**src/rtl/chc_pkg.sv**
```systemverilog
// ============================================================================
// chc_pkg - shared definitions for the character histogram coincidence core
// Action, status and register codes, fixed field widths and the divider
// status bundle.
// ============================================================================
package chc_pkg;

    // Default sizing
    localparam int ALPHABET_SIZE_DEF = 256;
    localparam int COUNT_WIDTH_DEF   = 16;

    // Fixed field widths
    localparam int CHAR_W      = 8;
    localparam int ACTION_W    = 2;
    localparam int VALUE_W     = 17;   // Q1.16
    localparam int OUT_CNT_W   = 16;
    localparam int STATUS_W    = 2;
    localparam int CFG_IDX_W   = 1;
    localparam int OUT_TDATA_W = 56;   // 51 payload bits padded to bytes

    // Input actions
    localparam logic [ACTION_W-1:0] ACT_ADD    = 2'd0;
    localparam logic [ACTION_W-1:0] ACT_QUERY  = 2'd1;
    localparam logic [ACTION_W-1:0] ACT_REPORT = 2'd2;

    // Result kinds
    localparam logic KIND_QUERY  = 1'b0;
    localparam logic KIND_REPORT = 1'b1;

    // Status codes
    localparam logic [STATUS_W-1:0] STAT_OK  = 2'd0;
    localparam logic [STATUS_W-1:0] STAT_FEW = 2'd1;
    localparam logic [STATUS_W-1:0] STAT_OVF = 2'd2;

    // Configuration register indexes
    localparam logic [CFG_IDX_W-1:0] REG_SKIP_EN   = 1'b0;
    localparam logic [CFG_IDX_W-1:0] REG_SKIP_CHAR = 1'b1;

    // Divider status bundle
    typedef struct packed {
        logic busy;
        logic done;
    } t_div_sts;

endpackage

```
**src/rtl/chc_div.sv**
```systemverilog
// ============================================================================
// chc_div - iterative restoring divider, Q1.16 quotient
// Produces num/den truncated to 17 bits, one quotient bit per cycle.
// Requires num <= den and den > 0.
// ============================================================================
module chc_div
    import chc_pkg::*;
#(
    parameter int WIDTH = 32
) (
    input  logic               i_clk,
    input  logic               i_rst_n,
    input  logic               i_start,
    input  logic [WIDTH-1:0]   i_num,
    input  logic [WIDTH-1:0]   i_den,
    output t_div_sts           o_sts,
    output logic [VALUE_W-1:0] o_quot
);

    localparam int STEP_W = $clog2(VALUE_W);
    localparam logic [STEP_W-1:0] LAST_STEP = STEP_W'(VALUE_W - 1);

    logic [WIDTH-1:0]   r_rem;
    logic [WIDTH-1:0]   r_den;
    logic [VALUE_W-1:0] r_quot;
    logic [STEP_W-1:0]  r_step;
    logic               r_busy;
    logic               r_first;
    logic               r_done;

    logic [WIDTH:0]     trial;
    logic [WIDTH:0]     diff;
    logic               ge;
    logic [WIDTH-1:0]   n_rem;

    // One restoring step: first step compares without shifting (integer bit)
    always_comb begin
        trial = r_first ? {1'b0, r_rem} : {r_rem, 1'b0};
        diff  = trial - {1'b0, r_den};
        ge    = trial >= {1'b0, r_den};
        n_rem = ge ? diff[WIDTH-1:0] : trial[WIDTH-1:0];
    end

    // Control
    always_ff @(posedge i_clk) begin
        if (!i_rst_n) begin
            r_busy <= 1'b0;
            r_done <= 1'b0;
            r_step <= '0;
            r_first <= 1'b0;
        end else begin
            r_done <= 1'b0;
            if (i_start) begin
                r_busy  <= 1'b1;
                r_step  <= '0;
                r_first <= 1'b1;
            end else if (r_busy) begin
                r_first <= 1'b0;
                r_step  <= r_step + STEP_W'(1);
                if (r_step == LAST_STEP) begin
                    r_busy <= 1'b0;
                    r_done <= 1'b1;
                end
            end
        end
    end

    // Datapath
    always_ff @(posedge i_clk) begin
        if (i_start) begin
            r_rem  <= i_num;
            r_den  <= i_den;
            r_quot <= '0;
        end else if (r_busy) begin
            r_rem  <= n_rem;
            r_quot <= {r_quot[VALUE_W-2:0], ge};
        end
    end

    assign o_sts.busy = r_busy;
    assign o_sts.done = r_done;
    assign o_quot     = r_quot;

endmodule
```
**config.mk**
```make
export PLATFORM = sky130hd
export DESIGN_NAME = chc_div
export DESIGN_NICKNAME = d
export VERILOG_FILES = /design/src/rtl/chc_pkg.sv /design/src/rtl/chc_div.sv
export SDC_FILE = /design/constraint.sdc
export NUM_CORES = 1
export LEC_CHECK = 0
export BUFFER_PORTS_ARGS = -buffer_cell sky130_fd_sc_hd__buf_4
export CORE_ASPECT_RATIO = 1.2
export CORE_UTILIZATION = 35
export DETAILED_ROUTE_END_ITERATION = 8
export SYNTH_ARGS = -nofsm -noshare
export SYNTH_HDL_FRONTEND = slang
export SYNTH_SLANG_ARGS = --single-unit
```
**constraint.sdc**
```tcl
create_clock -name i_clk -period 4.3 [get_ports i_clk]
set_input_delay 1.29 -clock i_clk [delete_from_list [all_inputs] [get_ports i_clk]]
set_output_delay 1.29 -clock i_clk [all_outputs]
set_load 0.03 [all_outputs]
```
**Word level (Yosys, flattened, before mapping)**

Cells that the tools add are included.

- Register bits after elaboration: 89
- Input bits: 67
- Output and inout port bits: 19
- Word-level logic and storage cells: 26

- Add/subtract/negate cells: 2
- Magnitude comparators: 1
- Equality and inequality tests: 1
- Mux-type cells: 10
- Bitwise operators: 2
- Reductions and logical operators: 3

Operator list:

| kind | count |
|---|---|
| 32-bit 2-to-1 mux | 3 |
| 33-bit by 32-bit greater-or-equal comparator with 1-bit output | 1 |
| 33-bit 2-to-1 mux | 1 |
| 32-bit subtractor | 1 |
| 1-bit 2-to-1 mux | 6 |
| 5-bit by 1-bit adder with 5-bit output (second input constant) | 1 |
| 5-bit equality test (second input constant) | 1 |
| 3-bit OR reduction | 1 |
| 1-bit NOT | 2 |
| 2-bit nonzero test | 1 |
| 2-bit OR reduction | 1 |

**Depth between registers and ports, before layout**

- Depth after elaboration: 5
- Gate-level depth with buffers: 16
- Depth with buffers taken out: 14

**Least setup slack after synthesis**

No wires, ideal clock.

- Path type: reg-to-reg
- Start point: reg r_first
- End point: reg r_rem[10], data pin
- Setup time: 0.270 ns
- Arrival: 3.608 ns
- Data required time: 4.030 ns
- Setup slack: 0.421 ns
- Cell stages (with the launch flop): 17
- Buffers on the path: 4
- Clock period less this slack: 3.879 ns
- Cells stage by stage: dfxtp_1 -> clkbuf_1 -> clkbuf_1 -> mux2_2 -> ha_1 -> a21oi_2 -> nand2_2 -> a21o_4 -> a31oi_4 -> o21ai_2 -> a41o_4 -> a211o_1 -> a31o_1 -> buf_6 -> buf_6 -> mux2i_1 -> a21oi_1

- Word-level cells in the longest chain between the ends: 5
- Elaborated cells on any way between the ends: 6
- Those cells by class: 1 x add/sub; 1 x order compare; 4 x mux

RTL lines:

| element | RTL line | RTL |
|---|---|---|
| from (decl) | chc_div.sv:28 | `logic r_first;` |
| from (signal assigned) | chc_div.sv:50 | `r_first <= 1'b0;` |
| from (signal assigned) | chc_div.sv:56 | `r_first <= 1'b1;` |
| from (signal assigned) | chc_div.sv:58 | `r_first <= 1'b0;` |
| 33-bit 2-to-1 mux (*) | chc_div.sv:38 | `trial = r_first ? {1'b0, r_rem} : {r_rem, 1'b0};` |
| 32-bit subtractor or 33-bit by 32-bit greater-or-equal comparator with 1-bit output (tied branches) | chc_div.sv:39, chc_div.sv:40 |  |
| 32-bit 2-to-1 mux (*) | chc_div.sv:41 | `n_rem = ge ? diff[WIDTH-1:0] : trial[WIDTH-1:0];` |
| 32-bit 2-to-1 mux (*) | chc_div.sv:74 | `end else if (r_busy) begin` |
| 32-bit 2-to-1 mux (*) | chc_div.sv:70 | `if (i_start) begin` |
| to (signal assigned) | chc_div.sv:71 | `r_rem <= i_num;` |
| to (signal assigned) | chc_div.sv:75 | `r_rem <= n_rem;` |
| to (decl) | chc_div.sv:23 | `logic [WIDTH-1:0] r_rem;` |

Mark *: on every way between the ends. The rest lies on a longest branch, timed or not. The select of a mux whose other input is x is not followed.
A chain may end at the register's enable or synchronous reset.

**Worst setup path after layout**

- Start point: reg r_first
- End point: reg r_rem[30], data pin

Same word-level chain as after synthesis.

==> results.rst <==
.. list-table::
   :header-rows: 1

   * - Metric
     - Value
   * - Outcome
     - finished clean
   * - Final #Nets
     - 749
   * - Hold WC Path Type
     - register to register
   * - Most common library cell in the layout ignoring fill and taps
     - sky130_fd_sc_hd__buf_4
   * - Half-perimeter wire length of the detailed placement result
     - 10300 um
   * - CORE AREA
     - between 15000 and 20000 um2
   * - Number of max-capacitance violations reported
     - 0
   * - Largest buffer count on any clock path
     - 2
   * - Power per cell area
     - around 520 nW/um2
   * - Synth cell types
     - 56
   * - Setup-failing EPs final
     - 0
   * - CTS Root Buffer Type
     - sky130_fd_sc_hd__clkbuf_16
   * - Post-Syn Nets
     - ~670
   * - WHS Path Cells
     - 2
   * - Final RePlAce weighted congestion
     - about 0.87
   * - Startpoint of the tightest hold check path
     - o_quot[16]
   * - Endpoint of the lowest-slack register-to-register path
     - r_rem[30]
   * - Ratio of routed vias to standard cells
     - 5.14
   * - Highest clock rate
     - 255 MHz
   * - Total GRT Usage
     - 0.169
   * - Insertion delay of the later-clocked pin in the worst-skew pair
     - ~0.35 ns
   * - Congestion Overflow GR
     - 0
   * - Via count of the first global-routing pass
     - about 4700
   * - Final instance area
     - 6780 um2
   * - Time the worst path needs with I/O delays and setup
     - roughly 3.9 ns
   * - EDFF count, synth
     - 64
   * - Number of antenna violations at the first check in global routing
     - 0
   * - Maximum number of pins on one net before global-route repair
     - 38
   * - Number of diodes added for antenna fixing
     - 0
   * - Fillers
     - roughly 1500
   * - Startpoint types
     - register
   * - Area used by multi-input combinational logic
     - 2970 um2
   * - Total CTS buffers
     - 9
   * - Warning count from the yosys run
     - 0
   * - Worst max-slew margin expressed relative to the limit
     - 0.702
   * - Main flop type after synthesis
     - sky130_fd_sc_hd__edfxtp_1
   * - Count of TritonRoute iterations in the first routing pass
     - 4
   * - Async set-reset flop share out of synthesis
     - 0
   * - Fraction of final layout cells sized beyond drive strength 1
     - 0.230
   * - Initial standard-cell utilization of the core
     - 0.361
   * - Cells resized by post-CTS repair
     - 0
   * - Unrepaired setup endpoints after global routing
     - no
   * - # hold bufs at CTS
     - 0
   * - R2R cell count
     - 13
   * - DR iter-0 viols
     - 224
   * - Drt drc
     - 0
   * - Setup slack, reg-to-reg
     - between 0.3 and 0.4 ns
   * - Critical path required time
     - between 4 and 5 ns
   * - Clock tree from TritonCTS
     - done
   * - Commonest non-fill, non-tap cells in the layout
     - sky130_fd_sc_hd__buf_4 (93), sky130_fd_sc_hd__edfxtp_1 (64), sky130_fd_sc_hd__nor2_1 (61), sky130_fd_sc_hd__a21oi_1 (48), sky130_fd_sc_hd__nand2_1 (43)
   * - Final sum of negative setup slack
     - 0 ns
   * - Port Buf Inserts
     - 85
   * - Number of H-tree levels
     - 3
   * - Ports
     - 86
   * - Launch point of the worst reg-to-reg path
     - r_first
   * - Arrival @ worst endpoint
     - about 4.0 ns
   * - Relative area change from synthesis to final layout
     - 19.6%
   * - Setup skew after layout
     - just over 0.009 ns
   * - Number of storage elements in the synthesis netlist
     - 89
   * - Endpoint of the worst hold path
     - o_quot[16]
   * - Slew of the pin with the lowest slew margin
     - around 0.44 ns
   * - First-pass GRT wire length
     - about 22000 um
   * - Via Count
     - around 4400
   * - Site row count
     - 50
   * - Mapped cell area
     - ~5700 um2
   * - Leakage
     - 2.88 nW
   * - Sequential cell area fraction in the yosys report
     - 0.427
   * - Sequential cell area
     - ~2400 um2
   * - Setup fix buffers added after clock tree synthesis
     - 0
   * - Type of the worst setup path
     - register to register
   * - Avg Cell Area, Syn
     - ~10 um2
   * - Slew Viols, Final
     - 0
   * - Hold violation total from the final report
     - 0
   * - Height of the die
     - between 100 and 150 um
   * - Die span in x
     - 118 um
   * - Routed Antenna Nets
     - 0
   * - Post-Route WL
     - around 14000 um
   * - Post-route fraction of the period consumed by the critical path
     - 0.911
   * - Clock edge transition at the registers on the reported setup and hold paths
     - roughly 0.06 ns
   * - DR WL/cell
     - 15.7 um
   * - Worst Path Max Fanout
     - 34
   * - Die Outline Area
     - approximately 17000 um2
   * - Cell area after placement
     - between 6000 and 7000 um2
   * - Synthesized instance count
     - 570
   * - Crit path capture type
     - register
   * - Total clock sinks
     - between 80 and 90
   * - Worst supply voltage drop on vdd
     - between 0.0002 and 0.00025 V
==> worst max path at each step <==
stage	startpoint	endpoint	slack, ns	cells past startpoint
after floorplan	r_first	r_rem[10]	0.42	16
after global placement	r_first	r_rem[26]	0.50	13
after global routing	r_first	r_rem[20]	0.22	14
final	r_first	r_rem[30]	0.38	13
after detailed placement	r_first	r_rem[30]	0.40	13
after CTS	r_first	r_rem[30]	0.38	13
==> through the flow <==
step / worst slack [ns] / instances / hold WS, ns / util / power, mW
after floorplan: 0.421 / 570 / 0.479 / - / 2.44
after global placement: 0.502 / 844 / 0.487 / 0.415 / 2.79
after detailed placement: 0.402 / 844 / 0.507 / 0.415 / 2.81
after CTS: 0.379 / 860 / 0.525 / 0.432 / 3.55
after global routing: 0.220 / 860 / 0.563 / 0.432 / 3.76
final: 0.382 / 860 / 0.515 / 0.432 / 3.52
==> logic make-up after synthesis <==
| family | count (synthesis) | synth area share |
|---|---|---|
| and+or+nand+nor | 155 | 0.125 |
| AOI/OAI and AO/OA | 124 | 0.145 |
| DFF | 89 | 0.427 |
| buffers and inverters | 68 | 0.0499 |
| muxes | 67 | 0.125 |
| adders and majority gates | 35 | 0.0785 |
| xor gates and xnor gates | 32 | 0.0494 |
==> registers in the layout, summed over array words and instances, names as in the netlist <==
name	cells
r_den	32
r_first	1
r_step	5
r_busy	1
r_done	1
r_rem	32
o_quot	17
==> synth_stat cells, types with 8 or more instances <==
cell	instances	area (um2)
sky130_fd_sc_hd__edfxtp_1	64	1920
sky130_fd_sc_hd__nor2_1	61	229
sky130_fd_sc_hd__a21oi_1	48	240
sky130_fd_sc_hd__nand2_1	43	161
sky130_fd_sc_hd__inv_1	39	146
sky130_fd_sc_hd__mux2i_1	35	350
sky130_fd_sc_hd__ha_1	34	425
sky130_fd_sc_hd__mux2_2	32	360
sky130_fd_sc_hd__dfxtp_1	25	500
sky130_fd_sc_hd__xnor2_1	20	175
sky130_fd_sc_hd__clkbuf_1	19	71.3
sky130_fd_sc_hd__o21ai_0	18	90.1
sky130_fd_sc_hd__xor2_1	12	105
sky130_fd_sc_hd__a31oi_1	10	62.6
sky130_fd_sc_hd__nand3_1	9	45.0
sky130_fd_sc_hd__nor2b_1	9	56.3
sky130_fd_sc_hd__a21o_1	8	60.1
==> layer usage <==
metal,share of wire,GRT usage,vias up
li1,-,-,2193
met2,0.48,0.291,89
met5,0,0,-
met1,0.45,0.201,2121
met4,0.023,0.0783,0
met3,0.048,0.0350,21
==> critical path, stage by stage, from the launching register on <==
cell and delay (ns):
sky130_fd_sc_hd__dfxtp_1 0.35, sky130_fd_sc_hd__buf_12 0.22, sky130_fd_sc_hd__mux2_2 0.37, sky130_fd_sc_hd__ha_1 0.36
sky130_fd_sc_hd__a21oi_2 0.19, sky130_fd_sc_hd__nand2_2 0.10, sky130_fd_sc_hd__a21o_4 0.24, sky130_fd_sc_hd__a31oi_4 0.19
sky130_fd_sc_hd__o21ai_2 0.08, sky130_fd_sc_hd__a41o_4 0.29, sky130_fd_sc_hd__a211o_1 0.34, sky130_fd_sc_hd__a31oi_4 0.42
sky130_fd_sc_hd__nor2_1 0.15, sky130_fd_sc_hd__a211o_1 0.33
==> final cells by class <==
class,instances,share of cell area
sequential,89,0.357
clock inverter,6,0.00517
timing repair buffer,94,0.106
multi-input combinational,413,0.437
clock buffer,10,0.0338
tap,208,0.0384
inverter,40,0.0221
==> report_power, final <==
| part | internal, mW | switching [mW] |
|---|---|---|
| registers | 1.08 | 0.0562 |
| clock network | 0.386 | 0.331 |
| logic | 0.744 | 0.921 |
No activity file was read; power rests on OpenSTA's default activity.
